--- config.mk ---
export PLATFORM = sky130hd
export DESIGN_NAME = pid_controller_clamped_core
export DESIGN_NICKNAME = d
export VERILOG_FILES = /design/src/design/pcc_pkg.sv /design/src/design/pcc_serial_mul.sv /design/src/design/pcc_ctrl.sv /design/src/design/pid_controller_clamped_core.sv
export VERILOG_INCLUDE_DIRS = /design/src /design/src/design
export SDC_FILE = /design/constraint.sdc
export NUM_CORES = 2
export LEC_CHECK = 0
export ABC_AREA = 1
export BUFFER_PORTS_ARGS = -buffer_cell sky130_fd_sc_hd__buf_2
export CORE_MARGIN = 2
export CORE_UTILIZATION = 25
export CTS_BUF_LIST = sky130_fd_sc_hd__clkbuf_8
export DETAILED_ROUTE_END_ITERATION = 10
export PLACE_DENSITY_LB_ADDON = 0.1
export REMOVE_ABC_BUFFERS = 1
export SYNTH_ARGS = -nofsm -noshare
export SYNTH_HDL_FRONTEND = slang
export SYNTH_SLANG_ARGS = --single-unit
--- constraint.sdc ---
create_clock -name aclk -period 15.1 [get_ports aclk]
set_input_delay 1.51 -clock aclk [delete_from_list [all_inputs] [get_ports aclk]]
set_output_delay 1.51 -clock aclk [all_outputs]
set_load 0.03 [all_outputs]
--- src/design/assert_macros.svh ---
// assertion helpers shared by the design files
`ifndef ASSERT_MACROS_SVH
`define ASSERT_MACROS_SVH

// same-cycle implication, disabled while reset is asserted
`define PCC_ASSERT_IMP(lbl, clk, rst_n, ante, cons) \
    lbl: assert property (@(posedge clk) disable iff (!rst_n) (ante) |-> (cons)) \
        else $error("pcc assertion failed");

// next-cycle implication, disabled while reset is asserted
`define PCC_ASSERT_NXT(lbl, clk, rst_n, ante, cons) \
    lbl: assert property (@(posedge clk) disable iff (!rst_n) (ante) |=> (cons)) \
        else $error("pcc assertion failed");

`endif

--- src/design/pcc_pkg.sv ---
package pcc_pkg;

    localparam int DATA_W = 32;
    localparam int FRAC_W = 16;
    localparam int PROD_W = 2 * DATA_W;
    localparam int WIDE_W = DATA_W + 2;
    localparam int ALPHA_W = 17;
    localparam int TIME_W = 31;

    typedef logic signed [DATA_W-1:0] data_t;
    typedef logic signed [WIDE_W-1:0] wide_t;

    // clamp limits in fixed point
    localparam wide_t LIM_ES   = wide_t'(360 * (2 ** FRAC_W));
    localparam wide_t LIM_IO0  = wide_t'(100 * (2 ** FRAC_W));
    localparam wide_t LIM_IO1  = wide_t'(200 * (2 ** FRAC_W));
    localparam wide_t LIM_D    = wide_t'(500 * (2 ** FRAC_W));
    localparam wide_t LIM_DRV0 = wide_t'(800 * (2 ** FRAC_W));
    localparam wide_t LIM_DRV1 = wide_t'(500 * (2 ** FRAC_W));
    localparam wide_t ONE_Q    = wide_t'(2 ** FRAC_W);

    localparam logic [ALPHA_W-1:0] ALPHA_ONE = ALPHA_W'(2 ** FRAC_W);

    // register map, one word apart
    typedef enum logic [2:0] {
        REG_MODE     = 3'd0,
        REG_SETPOINT = 3'd1,
        REG_KP       = 3'd2,
        REG_KI       = 3'd3,
        REG_KD       = 3'd4,
        REG_ALPHA    = 3'd5,
        REG_STEP     = 3'd6,
        REG_INV_STEP = 3'd7
    } reg_idx_t;

    typedef struct packed {
        logic                mode;
        data_t               setpoint;
        data_t               kp;
        data_t               ki;
        data_t               kd;
        logic [ALPHA_W-1:0]  alpha;
        logic [TIME_W-1:0]   step_time;
        logic [TIME_W-1:0]   inv_step_time;
    } cfg_t;

    // request to the serial multiplier
    typedef struct packed {
        logic                  start;
        data_t                 a;
        logic signed [DATA_W:0] b;
    } mul_req_t;

    typedef struct packed {
        logic  done;
        data_t prod;
    } mul_rsp_t;

    // saturate a wide value to the data width
    function automatic data_t sat_data(input wide_t x);
        data_t r;
        if ((&x[WIDE_W-1:DATA_W-1]) || !(|x[WIDE_W-1:DATA_W-1])) begin
            r = x[DATA_W-1:0];
        end else if (x[WIDE_W-1]) begin
            r = {1'b1, {(DATA_W-1){1'b0}}};
        end else begin
            r = {1'b0, {(DATA_W-1){1'b1}}};
        end
        return r;
    endfunction

    // symmetric clamp, a value at or beyond the limit becomes the limit
    function automatic wide_t clamp_sym(input wide_t x, input wide_t l);
        wide_t r;
        if (x >= l) begin
            r = l;
        end else if (x <= -l) begin
            r = -l;
        end else begin
            r = x;
        end
        return r;
    endfunction

endpackage

--- src/design/pcc_serial_mul.sv ---
`include "assert_macros.svh"

module pcc_serial_mul (
    input  logic              aclk,
    input  logic              aresetn,
    input  pcc_pkg::mul_req_t req,
    output pcc_pkg::mul_rsp_t rsp
);
    import pcc_pkg::*;

    localparam int CNT_W = $clog2(DATA_W);
    localparam int RND_W = PROD_W - FRAC_W + 1;

    typedef enum logic [3:0] {
        M_IDLE = 4'b0001,
        M_RUN  = 4'b0010,
        M_RND  = 4'b0100,
        M_NEG  = 4'b1000
    } mstate_t;

    mstate_t             state_reg, state_next;
    logic [CNT_W-1:0]    cnt_reg;
    logic [PROD_W-1:0]   acc_reg;
    logic [DATA_W-1:0]   ua_reg, mag_reg, mag_next;
    logic                neg_reg, done_reg;
    data_t               prod_reg;

    logic [DATA_W-1:0]   ua_in, ub_in, lim;
    logic [DATA_W:0]     b_abs, part_sum;
    logic [RND_W-1:0]    rnd_sum;
    logic                last_bit;

    // operand magnitudes and per-step arithmetic
    always_comb begin
        ua_in    = req.a[DATA_W-1] ? (~req.a + 1'b1) : req.a;
        b_abs    = req.b[DATA_W] ? (~req.b + 1'b1) : req.b;
        ub_in    = b_abs[DATA_W-1:0];
        part_sum = {1'b0, acc_reg[PROD_W-1:DATA_W]}
                 + (acc_reg[0] ? {1'b0, ua_reg} : {(DATA_W+1){1'b0}});
        rnd_sum  = {1'b0, acc_reg[PROD_W-1:FRAC_W]}
                 + {{(RND_W-1){1'b0}}, (neg_reg & (|acc_reg[FRAC_W-1:0]))};
        lim      = neg_reg ? {1'b1, {(DATA_W-1){1'b0}}} : {1'b0, {(DATA_W-1){1'b1}}};
        mag_next = (rnd_sum > {{(RND_W-DATA_W){1'b0}}, lim}) ? lim : rnd_sum[DATA_W-1:0];
        last_bit = (cnt_reg == CNT_W'(DATA_W - 1));
    end

    // sequencing
    always_comb begin
        state_next = state_reg;
        case (state_reg)
            M_IDLE: begin
                if (req.start) state_next = M_RUN;
            end
            M_RUN: begin
                if (last_bit) state_next = M_RND;
            end
            M_RND:   state_next = M_NEG;
            M_NEG:   state_next = M_IDLE;
            default: state_next = M_IDLE;
        endcase
    end

    always_ff @(posedge aclk) begin
        if (!aresetn) begin
            state_reg <= M_IDLE;
            done_reg  <= 1'b0;
        end else begin
            state_reg <= state_next;
            done_reg  <= (state_reg == M_NEG);
        end
    end

    // shift-add datapath, one multiplier bit per cycle
    always_ff @(posedge aclk) begin
        case (state_reg)
            M_IDLE: begin
                if (req.start) begin
                    ua_reg  <= ua_in;
                    acc_reg <= {{DATA_W{1'b0}}, ub_in};
                    neg_reg <= req.a[DATA_W-1] ^ req.b[DATA_W];
                    cnt_reg <= '0;
                end
            end
            M_RUN: begin
                acc_reg <= {part_sum, acc_reg[DATA_W-1:1]};
                cnt_reg <= cnt_reg + 1'b1;
            end
            M_RND: begin
                mag_reg <= mag_next;
            end
            M_NEG: begin
                prod_reg <= neg_reg ? data_t'(~mag_reg + 1'b1) : data_t'(mag_reg);
            end
            default: begin
            end
        endcase
    end

    assign rsp.done = done_reg;
    assign rsp.prod = prod_reg;

    `PCC_ASSERT_IMP(a_start_when_idle, aclk, aresetn, req.start, state_reg == M_IDLE)
    `PCC_ASSERT_NXT(a_run_ends, aclk, aresetn, state_reg == M_RUN && last_bit, state_reg == M_RND)
    `PCC_ASSERT_NXT(a_done_pulse, aclk, aresetn, done_reg, !done_reg)

endmodule

--- src/design/pcc_ctrl.sv ---
`include "assert_macros.svh"

module pcc_ctrl (
    input  logic              aclk,
    input  logic              aresetn,
    input  pcc_pkg::cfg_t     cfg,
    input  logic              s_valid,
    output logic              s_ready,
    input  pcc_pkg::data_t    s_measured,
    input  pcc_pkg::data_t    s_rate_in,
    output logic              m_valid,
    input  logic              m_ready,
    output logic signed [26:0] m_drive,
    output logic signed [31:0] m_p_term,
    output logic signed [24:0] m_i_term,
    output logic signed [25:0] m_d_term,
    output pcc_pkg::mul_req_t mul_req,
    input  pcc_pkg::mul_rsp_t mul_rsp
);
    import pcc_pkg::*;

    typedef enum logic [6:0] {
        S_IDLE = 7'b0000001,
        S_PREP = 7'b0000010,
        S_MUL  = 7'b0000100,
        S_WAIT = 7'b0001000,
        S_SUM1 = 7'b0010000,
        S_SUM2 = 7'b0100000,
        S_DONE = 7'b1000000
    } state_t;

    // products in issue order
    typedef enum logic [2:0] {
        OP_P    = 3'd0,
        OP_I0   = 3'd1,
        OP_D0   = 3'd2,
        OP_RATE = 3'd3,
        OP_FILT = 3'd4,
        OP_EKI  = 3'd5,
        OP_INC  = 3'd6,
        OP_D1   = 3'd7
    } op_t;

    state_t state_reg, state_next;
    op_t    op_reg, op_next;
    logic   m_valid_reg;

    // controller state
    data_t  es_reg, io_reg, fr_reg, lm_reg;

    // per-transaction working registers
    data_t  meas_reg, rate_reg, err_reg, diff_reg;
    data_t  p_reg, i_reg, d_reg, tmp_reg;
    data_t  it_reg, dt_reg, dsel_reg, drive_reg;
    wide_t  s1_reg;

    logic signed [26:0] m_drive_reg;
    logic signed [31:0] m_p_term_reg;
    logic signed [24:0] m_i_term_reg;
    logic signed [25:0] m_d_term_reg;

    logic [ALPHA_W-1:0] alpha_c;
    wide_t  prod_w, s_full, drv_c;
    data_t  es_upd, fdiff, fr_upd, io_upd, it_sel, dt_c, drive_val;
    logic   out_load;

    // operand selection for the shared multiplier
    always_comb begin
        alpha_c       = (cfg.alpha > ALPHA_ONE) ? ALPHA_ONE : cfg.alpha;
        mul_req.start = (state_reg == S_MUL);
        mul_req.a     = err_reg;
        mul_req.b     = {cfg.kp[DATA_W-1], cfg.kp};
        case (op_reg)
            OP_P: begin
                mul_req.a = err_reg;
                mul_req.b = {cfg.kp[DATA_W-1], cfg.kp};
            end
            OP_I0: begin
                mul_req.a = es_reg;
                mul_req.b = {cfg.ki[DATA_W-1], cfg.ki};
            end
            OP_D0: begin
                mul_req.a = rate_reg;
                mul_req.b = {cfg.kd[DATA_W-1], cfg.kd};
            end
            OP_RATE: begin
                mul_req.a = diff_reg;
                mul_req.b = {2'b00, cfg.inv_step_time};
            end
            OP_FILT: begin
                mul_req.a = tmp_reg;
                mul_req.b = {{(DATA_W+1-ALPHA_W){1'b0}}, alpha_c};
            end
            OP_EKI: begin
                mul_req.a = err_reg;
                mul_req.b = {cfg.ki[DATA_W-1], cfg.ki};
            end
            OP_INC: begin
                mul_req.a = tmp_reg;
                mul_req.b = {2'b00, cfg.step_time};
            end
            OP_D1: begin
                mul_req.a = fr_reg;
                mul_req.b = {cfg.kd[DATA_W-1], cfg.kd};
            end
            default: begin
            end
        endcase
    end

    // saturating updates applied as each product returns
    always_comb begin
        prod_w = wide_t'(mul_rsp.prod);
        es_upd = data_t'(clamp_sym(wide_t'(sat_data(wide_t'(es_reg) + wide_t'(err_reg))),
                                   LIM_ES));
        fdiff  = sat_data(prod_w - wide_t'(fr_reg));
        fr_upd = sat_data(wide_t'(fr_reg) + prod_w);
        io_upd = data_t'(clamp_sym(wide_t'(sat_data(wide_t'(io_reg) + prod_w)), LIM_IO1));
    end

    // output terms and final sum
    always_comb begin
        it_sel    = cfg.mode ? io_reg : data_t'(clamp_sym(wide_t'(i_reg), LIM_IO0));
        dt_c      = data_t'(clamp_sym(wide_t'(d_reg), LIM_D));
        s_full    = s1_reg + wide_t'(dsel_reg);
        drv_c     = clamp_sym(s_full, cfg.mode ? LIM_DRV1 : LIM_DRV0);
        drive_val = data_t'(drv_c);
        if (!cfg.mode && drv_c < ONE_Q && drv_c > -ONE_Q) begin
            drive_val = '0;
        end
    end

    assign out_load = (state_reg == S_DONE) && (!m_valid_reg || m_ready);

    // sequencer
    always_comb begin
        state_next = state_reg;
        op_next    = op_reg;
        case (state_reg)
            S_IDLE: begin
                if (s_valid) state_next = S_PREP;
            end
            S_PREP: begin
                state_next = S_MUL;
                op_next    = OP_P;
            end
            S_MUL: state_next = S_WAIT;
            S_WAIT: begin
                if (mul_rsp.done) begin
                    state_next = S_MUL;
                    case (op_reg)
                        OP_P:    op_next = cfg.mode ? OP_RATE : OP_I0;
                        OP_I0:   op_next = OP_D0;
                        OP_RATE: op_next = OP_FILT;
                        OP_FILT: op_next = OP_EKI;
                        OP_EKI:  op_next = OP_INC;
                        OP_INC:  op_next = OP_D1;
                        OP_D0, OP_D1: begin
                            state_next = S_SUM1;
                        end
                        default: state_next = S_SUM1;
                    endcase
                end
            end
            S_SUM1: state_next = S_SUM2;
            S_SUM2: state_next = S_DONE;
            S_DONE: begin
                if (out_load) state_next = S_IDLE;
            end
            default: state_next = S_IDLE;
        endcase
    end

    // control and controller state, cleared by reset
    always_ff @(posedge aclk) begin
        if (!aresetn) begin
            state_reg   <= S_IDLE;
            op_reg      <= OP_P;
            m_valid_reg <= 1'b0;
            es_reg      <= '0;
            io_reg      <= '0;
            fr_reg      <= '0;
            lm_reg      <= '0;
        end else begin
            state_reg <= state_next;
            op_reg    <= op_next;
            if (out_load) begin
                m_valid_reg <= 1'b1;
            end else if (m_ready) begin
                m_valid_reg <= 1'b0;
            end
            if (state_reg == S_PREP) begin
                lm_reg <= meas_reg;
            end
            if (state_reg == S_WAIT && mul_rsp.done) begin
                case (op_reg)
                    OP_P: begin
                        if (!cfg.mode) es_reg <= es_upd;
                    end
                    OP_FILT: fr_reg <= fr_upd;
                    OP_INC:  io_reg <= io_upd;
                    default: begin
                    end
                endcase
            end
            if (state_reg == S_SUM1) begin
                io_reg <= it_sel;
            end
        end
    end

    // working registers
    always_ff @(posedge aclk) begin
        case (state_reg)
            S_IDLE: begin
                meas_reg <= s_measured;
                rate_reg <= s_rate_in;
            end
            S_PREP: begin
                err_reg  <= sat_data(wide_t'(meas_reg) - wide_t'(cfg.setpoint));
                diff_reg <= sat_data(wide_t'(meas_reg) - wide_t'(lm_reg));
            end
            S_WAIT: begin
                if (mul_rsp.done) begin
                    case (op_reg)
                        OP_P:    p_reg   <= mul_rsp.prod;
                        OP_I0:   i_reg   <= mul_rsp.prod;
                        OP_D0:   d_reg   <= mul_rsp.prod;
                        OP_RATE: tmp_reg <= fdiff;
                        OP_EKI:  tmp_reg <= mul_rsp.prod;
                        OP_D1:   d_reg   <= mul_rsp.prod;
                        default: begin
                        end
                    endcase
                end
            end
            S_SUM1: begin
                it_reg   <= it_sel;
                dt_reg   <= dt_c;
                s1_reg   <= wide_t'(p_reg) + (cfg.mode ? wide_t'(io_reg) : wide_t'(i_reg));
                dsel_reg <= cfg.mode ? dt_c : d_reg;
            end
            S_SUM2: begin
                drive_reg <= drive_val;
            end
            default: begin
            end
        endcase
        if (out_load) begin
            m_drive_reg  <= drive_reg[26:0];
            m_p_term_reg <= p_reg;
            m_i_term_reg <= it_reg[24:0];
            m_d_term_reg <= dt_reg[25:0];
        end
    end

    assign s_ready  = (state_reg == S_IDLE);
    assign m_valid  = m_valid_reg;
    assign m_drive  = m_drive_reg;
    assign m_p_term = m_p_term_reg;
    assign m_i_term = m_i_term_reg;
    assign m_d_term = m_d_term_reg;

    `PCC_ASSERT_IMP(a_done_only_waiting, aclk, aresetn, mul_rsp.done, state_reg == S_WAIT)
    `PCC_ASSERT_NXT(a_prep_starts_p, aclk, aresetn, state_reg == S_PREP, state_reg == S_MUL && op_reg == OP_P)
    `PCC_ASSERT_NXT(a_load_shows_valid, aclk, aresetn, out_load, m_valid_reg && state_reg == S_IDLE)

endmodule

--- src/design/pid_controller_clamped_core.sv ---
// each product runs on one bit-serial multiplier at one bit per cycle
// mode 0 takes three products per transaction, mode 1 takes six
// one transaction is in flight at a time; the next is taken while a result waits at m_*
// aresetn (synchronous, active low) clears the controller state and restores register defaults
module pid_controller_clamped_core (
    input  logic               aclk,
    input  logic               aresetn,
    input  logic               psel,
    input  logic               penable,
    input  logic               pwrite,
    input  logic [4:0]         paddr,
    input  logic [31:0]        pwdata,
    output logic [31:0]        prdata,
    output logic               pready,
    input  logic               s_valid,
    output logic               s_ready,
    input  logic signed [31:0] s_measured,
    input  logic signed [31:0] s_rate_in,
    output logic               m_valid,
    input  logic               m_ready,
    output logic signed [26:0] m_drive,
    output logic signed [31:0] m_p_term,
    output logic signed [24:0] m_i_term,
    output logic signed [25:0] m_d_term
);
    import pcc_pkg::*;

    cfg_t     cfg_reg;
    reg_idx_t reg_idx;
    logic     wr_en;
    mul_req_t mul_req;
    mul_rsp_t mul_rsp;

    assign reg_idx = reg_idx_t'(paddr[4:2]);
    assign wr_en   = psel && penable && pwrite;
    assign pready  = 1'b1;

    // configuration register writes
    always_ff @(posedge aclk) begin
        if (!aresetn) begin
            cfg_reg.mode          <= 1'b0;
            cfg_reg.setpoint      <= '0;
            cfg_reg.kp            <= '0;
            cfg_reg.ki            <= '0;
            cfg_reg.kd            <= '0;
            cfg_reg.alpha         <= ALPHA_ONE;
            cfg_reg.step_time     <= '0;
            cfg_reg.inv_step_time <= '0;
        end else if (wr_en) begin
            case (reg_idx)
                REG_MODE:     cfg_reg.mode          <= pwdata[0];
                REG_SETPOINT: cfg_reg.setpoint      <= pwdata;
                REG_KP:       cfg_reg.kp            <= pwdata;
                REG_KI:       cfg_reg.ki            <= pwdata;
                REG_KD:       cfg_reg.kd            <= pwdata;
                REG_ALPHA:    cfg_reg.alpha         <= pwdata[ALPHA_W-1:0];
                REG_STEP:     cfg_reg.step_time     <= pwdata[TIME_W-1:0];
                REG_INV_STEP: cfg_reg.inv_step_time <= pwdata[TIME_W-1:0];
                default: begin
                end
            endcase
        end
    end

    // register read-back
    always_comb begin
        case (reg_idx)
            REG_MODE:     prdata = {31'b0, cfg_reg.mode};
            REG_SETPOINT: prdata = cfg_reg.setpoint;
            REG_KP:       prdata = cfg_reg.kp;
            REG_KI:       prdata = cfg_reg.ki;
            REG_KD:       prdata = cfg_reg.kd;
            REG_ALPHA:    prdata = {{(32-ALPHA_W){1'b0}}, cfg_reg.alpha};
            REG_STEP:     prdata = {{(32-TIME_W){1'b0}}, cfg_reg.step_time};
            REG_INV_STEP: prdata = {{(32-TIME_W){1'b0}}, cfg_reg.inv_step_time};
            default:      prdata = '0;
        endcase
    end

    // transaction sequencer and output register
    pcc_ctrl u_ctrl (
        .aclk       (aclk),
        .aresetn    (aresetn),
        .cfg        (cfg_reg),
        .s_valid    (s_valid),
        .s_ready    (s_ready),
        .s_measured (s_measured),
        .s_rate_in  (s_rate_in),
        .m_valid    (m_valid),
        .m_ready    (m_ready),
        .m_drive    (m_drive),
        .m_p_term   (m_p_term),
        .m_i_term   (m_i_term),
        .m_d_term   (m_d_term),
        .mul_req    (mul_req),
        .mul_rsp    (mul_rsp)
    );

    // shared bit-serial multiplier
    pcc_serial_mul u_mul (
        .aclk    (aclk),
        .aresetn (aresetn),
        .req     (mul_req),
        .rsp     (mul_rsp)
    );

endmodule

Word level (Yosys, flattened, before mapping) --
Cells that the tools add are included.
Operators by class: $add $sub $neg 15, magnitude comparators 14, equal/unequal tests 32, multiplexer cells 57, bitwise logic cells 6, reductions and logical operators 63
Operator list (number):
- $mux 32 | 30
- $pmux 65 s8 | 1
- $pmux 32 s8 | 1
- $pmux 64 s2 | 1
- $mux 34 | 3
- $add 32x32->33 | 3
- $sub 32x32->33 | 3
- $add 32x1->32 const B | 3
- $not 32->32 | 3
- $ge 32x26->1 const B | 2
- $le 32x26->1 const B | 2
- $mux 64 | 1
- $pmux 32 s2 | 1
- $add 48x1->49 | 1
- $gt 49x32->1 | 1
- $pmux 7 s7 | 1
- $reduce_and 3->1 | 13
- $add 32x34->34 | 1
- $add 34x32->34 | 1
- $ge 34x34->1 | 1
- $gt 34x17->1 const B | 1
- $le 34x34->1 | 1
- $lt 34x18->1 const B | 1
- $neg 34->34 | 1
- 50 further kinds | 110
Word-level totals: flip-flop bits (word level) 1028, output and inout bits 145, word-level logic and storage cells 228

Depth between registers and ports, before layout --
depth after elaboration 11, gate-level depth with buffers 34, gate-level depth less buffers 31

Cells and area by module --
A second synthesis with hierarchy kept.
Second synthesis, totals: cells, all modules 8270, area, all modules 64026.4 µm²
Modules (own cells, without submodules):
- pcc_ctrl | times used 1, cells each 5163, area an instance 41737.5 µm²
- pcc_serial_mul | times used 1, cells each 1710, area an instance 12922.4 µm²
- pid_controller_clamped_core | times used 1, cells each 1397, area an instance 9366.5 µm²

Worst setup path after synthesis --
Ideal clock, no wire load.
kind register to register, start register u_ctrl.state_reg[6], end register u_ctrl.state_reg[4], library setup time 0.092 ns, arrival 9.215 ns, data required time 15.008 ns, path slack 5.793 ns, stages on the path, launching flop included 8, period minus slack after synthesis 9.307 ns, path through dfxtp_1 nor2_1 nand2_1 nor4_1 clkinv_1 nand3_1 o221ai_1 nor4_1
Between the ends: longest elaborated chain between the ends 4
Ends and longest elaborated chain:
- start, declared | line pcc_ctrl.sv:44 | state_t state_reg, state_next;
- start signal, assigned | line pcc_ctrl.sv:185 | state_reg <= state_next;
- $eq 7x7->1 | line pcc_ctrl.sv:133, pcc_ctrl.sv:139
- $logic_and 1x1->1 | line pcc_ctrl.sv:133 | assign out_load = (state_reg == S_DONE) && (!m_valid_reg || m_ready);
- $ne 2x1->1 (no line)
- $reduce_and 3->1 (no line)
Several ways; a longest one is shown, not always the timed one. A chain may end at the register's enable or synchronous reset.

Final worst setup path --
start register u_mul.neg_reg, end register u_mul.mag_reg[17], data pin
Between the ends: longest elaborated chain between the ends 4
Ends and longest elaborated chain:
- start, declared | line pcc_serial_mul.sv:25 | logic neg_reg, done_reg;
- start signal, assigned | line pcc_serial_mul.sv:80 | neg_reg <= req.a[DATA_W-1] ^ req.b[DATA_W];
- $and 1x1->1 | line pcc_serial_mul.sv:41 | + {{(RND_W-1){1'b0}}, (neg_reg & (|acc_reg[FRAC_W-1:0]))};
- $add 48x1->49 | line pcc_serial_mul.sv:41
- $gt 49x32->1 | line pcc_serial_mul.sv:43 | mag_next = (rnd_sum > {{(RND_W-DATA_W){1'b0}}, lim}) ? lim : rnd_sum[DATA_W-1:0];
- $mux 32 * | line pcc_serial_mul.sv:43
- net u_mul.mag_next[17] | line pcc_serial_mul.sv:24 | logic [DATA_W-1:0] ua_reg, mag_reg, mag_next;
- end signal, assigned | line pcc_serial_mul.sv:89 | mag_reg <= mag_next;
- end, declared | line pcc_serial_mul.sv:24
Mark *: on every way through the listed nets, which the timed path passes. The rest lies on a longest branch.

==> impl_summary.md <==
Status
The run finished with clean final reports.

Finish
The flip-flop count of the largest register after layout is between 200 and 250. The area growth from synthesis to layout is 15.03%. After routing the design area is between 70,000 and 80,000 µm². The number of nets in the finished design is 8,444.

The post-route netlist has 9.156% of its cells at a drive strength greater than 1.

Floorplanning
The overall die height is 502.2 µm. The starting density of the core is 25.19%. From left edge to right edge, the die measures between 500 and 600 µm. The area inside the core boundary is about 250,000 µm². The top-level I/O count is 253. The die covers 252,200 µm². Row generation in the floorplan step produced about 180 rows.

GRT
The via count of the first global-routing pass is between 50,000 and 60,000. The initial antenna violation count is 16. The wire length of the first global-routing pass is roughly 360,000 µm.

For this run, the total global-route usage over all layers was measured as 19.14%. The maximum number of pins on one net before global-route repair is 182. The aggregate global routing overflow is 0.

Flow run
Across the run, the number of max-cap violations was 0.

Drt
The mean routed wirelength per cell is ~21 µm. The number of violations reported at the end of detailed-routing iteration 0 is 3,604. The average via count per standard cell is 4.712. The first-pass iteration count of the detailed router is 5. The final route contains 54,100 vias. The number of antenna-violating nets in the routed design is 0.

The sum of routed wire length over all layers is 245,700 µm. The DRC violation count after routing is 0.

Setup path
The type of element launching the critical path is a register. The stage delay of the slowest cell on the critical path is 0.77 ns. The kind of cell adding the most delay to the critical path is simple AND/OR/NAND/NOR gates. The worst setup path is captured at a register. The setup path with the least slack is of type register to register. The top fanout value on the critical path is 51. The most critical setup path has its startpoint at u_mul.neg_reg. Among all stages on the critical path, the largest delay is contributed by sky130_fd_sc_hd__nor4_1. The critical path buffer and inverter count is 6. The data required time at the worst endpoint is 15.76 ns. The source of the worst register-to-register timing path is u_mul.neg_reg. At the worst endpoint, the arrival time is 7.22 ns.

Yosys
Sequential cells were found to cover 44.06% of the synthesized design area. Counting instances in the post-synthesis netlist gives the leading cell types as sky130_fd_sc_hd__nand2_1, sky130_fd_sc_hd__inv_1, sky130_fd_sc_hd__nor2_1. In the post-synthesis netlist, the cell with the most instances is sky130_fd_sc_hd__nand2_1. The post-synthesis instance area is 62,060 µm².

Summed over all instances, the cell type with the most area after synthesis is sky130_fd_sc_hd__edfxtp_1. The number of flops mapped to enable cells by yosys is 676. After synthesis, the largest area contributor takes up 32.71% of total cell area. By area the synthesized netlist is led by sky130_fd_sc_hd__edfxtp_1, sky130_fd_sc_hd__dfxtp_1, sky130_fd_sc_hd__nand2_1. In this run the mean area of a mapped cell was 8.059 µm². The fraction of registers with async set/reset is 0%.

The dominant register cell in the synthesized netlist is sky130_fd_sc_hd__edfxtp_1. The number of different library cells used by synthesis comes to 75. The post-synthesis sequential element count is 1,028. During synthesis, Yosys emitted a total of 0 warnings.

The cell count after synthesis came out at 7,701.

CTS
No sink is reached through more buffers than the 3 on the longest clock path. Hold repair after CTS inserted 0 buffers. Buffers added to address setup during post-CTS repair amount to 0. The insertion delay to the later sink of the worst-skew pair is about 1.0 ns. The H-tree was split into 4 levels.

The clock tree from TritonCTS is yes. The clock-pin slew on the worst setup and hold paths is 0.06 ns. The clock root buffer is sky130_fd_sc_hd__clkbuf_8. The clock drives 1,028 sinks. The number of gates resized after CTS was 0. The total clock buffers created by CTS is 200.

Power
The maximum vdd drop is 0.06374 mV. Power spread over the standard cell area amounts to 92.38 nW/µm². Summed over all cells, the static leakage comes to 29.76 nW. Power comes to 6.595 mW.

Timing
The final number of max-transition violations is 0. Setup repair after global routing left no endpoint under its margin. The headroom to the max-slew limit is 16.57%. The number of hold-slack violations in the final timing report is 0. The fmax is 152.6 MHz. The worst path uses between 40% and 50% of the clock period. Across the routed clock network, the largest skew measured is 0.09172 ns. In the final timing run, aggregate negative setup slack is 0 ns.

For the pin with the worst max-slew slack, the measured transition is 1.236 ns. The number of setup violations in the final report is 0. The worst path needs between 6 and 7 ns of the cycle, external delays included.

Place
At the end of routability-driven placement, the weighted congestion stood at 0.9140. The HPWL reported at the end of detailed placement is between 150,000 and 200,000 µm. Once placement finished, the instance area stood at 67,250 µm². The number of port buffers is 249.

Min path
The hold path startpoint is u_ctrl.it_reg[23]. The class of the tightest hold or removal check is register to register.
power by group:
group	internal, mW	switching (mW)
Clock	1.56	1.39
Combinational	0.167	0.395
Sequential	3.05	0.0292
Total	4.78	1.82
layer usage:
metal | GRT usage [%] | up-vias | wire (µm) | share of wire, %
li1 | - | 26800 | - | -
met1 | 23.45 | 25610 | 105500 | 43
met2 | 34.20 | 1306 | 121900 | 50
met3 | 2.554 | 373 | 10180 | 4.1
met4 | 6.503 | 8 | 8033 | 3.3
met5 | 0 | - | 47 | 0.019
layout by cell type (no fill, tap or decap), types with 17 or more instances in the layout:
| cell type | synthesis | layout |
|---|---|---|
| sky130_fd_sc_hd__a21boi_0 | 22 | 22 |
| sky130_fd_sc_hd__a21o_1 | 17 | 17 |
| sky130_fd_sc_hd__a21oi_1 | 695 | 695 |
| sky130_fd_sc_hd__a221oi_1 | 51 | 51 |
| sky130_fd_sc_hd__a22o_1 | 34 | 34 |
| sky130_fd_sc_hd__a22oi_1 | 60 | 60 |
| sky130_fd_sc_hd__a31oi_1 | 36 | 36 |
| sky130_fd_sc_hd__buf_2 | 36 | 248 |
| sky130_fd_sc_hd__buf_4 | 7 | 106 |
| sky130_fd_sc_hd__clkbuf_8 | 0 | 214 |
| sky130_fd_sc_hd__clkinv_1 | 12 | 40 |
| sky130_fd_sc_hd__clkinv_2 | 0 | 31 |
| sky130_fd_sc_hd__dfxtp_1 | 352 | 351 |
| sky130_fd_sc_hd__edfxtp_1 | 676 | 676 |
| sky130_fd_sc_hd__ha_1 | 340 | 340 |
| sky130_fd_sc_hd__inv_1 | 976 | 1042 |
| sky130_fd_sc_hd__inv_2 | 15 | 19 |
| sky130_fd_sc_hd__nand2_1 | 1424 | 1423 |
| sky130_fd_sc_hd__nand2_2 | 17 | 18 |
| sky130_fd_sc_hd__nand3_1 | 290 | 290 |
| sky130_fd_sc_hd__nand3b_1 | 17 | 17 |
| sky130_fd_sc_hd__nand4_1 | 112 | 112 |
| sky130_fd_sc_hd__nor2_1 | 858 | 843 |
| sky130_fd_sc_hd__nor3_1 | 101 | 94 |
| sky130_fd_sc_hd__nor4_1 | 68 | 67 |
| sky130_fd_sc_hd__o2111ai_1 | 36 | 36 |
| sky130_fd_sc_hd__o211ai_1 | 25 | 25 |
| sky130_fd_sc_hd__o21a_1 | 30 | 30 |
| sky130_fd_sc_hd__o21ai_0 | 614 | 607 |
| sky130_fd_sc_hd__o21ai_1 | 30 | 36 |
| sky130_fd_sc_hd__o21bai_1 | 31 | 31 |
| sky130_fd_sc_hd__xnor2_1 | 93 | 93 |
| sky130_fd_sc_hd__xor2_1 | 223 | 223 |
area by class of cell:
type                       instances  area [µm²]
multi-input combinational       5398       29920
clock buffer                     214        2945
timing repair buffer             356        2068
tap                             3312        4144
inverter                        1003        3769
antenna                            9       22.52
clock inverter                   160        1169
sequential                      1028       27350
fill                           26830      175000
path summary, 6_finish.rpt:
path | to | slack [ns] | cells past startpoint
worst max-delay path | u_mul.mag_reg[17] | 8.55 | 25
worst min-delay path | u_ctrl.m_i_term[23] | 0.41 | 0
worst max register to register | u_mul.mag_reg[17] | 8.55 | 25
worst min register to register | u_ctrl.m_i_term[23] | 0.41 | 0
logic make-up after synthesis:
kind of cell    Yosys count  share of synthesized area (%)
compound gates         1776                          16.37
other cells               1                       0.006042
flops                  1028                          44.06
simple gates           2955                          19.97
fa+ha+maj               349                          7.145
xor+xnor                317                          4.486
buf+inv                1275                          7.960
through the flow:
stage / util, % / hold slack, ns / instances / worst slack [ns]
after floorplan: - / 0.4003 / 7429 / 3.232
after global routing: 28.97 / 0.4221 / 11480 / 7.931
after detailed placement: 27.29 / 0.4045 / 11100 / 8.547
final: 28.97 / 0.4148 / 11480 / 8.545
after CTS: 28.96 / 0.4158 / 11470 / 8.505
after global placement: 27.29 / 0.4028 / 11100 / 8.542
(Power assumes the default switching activity.)
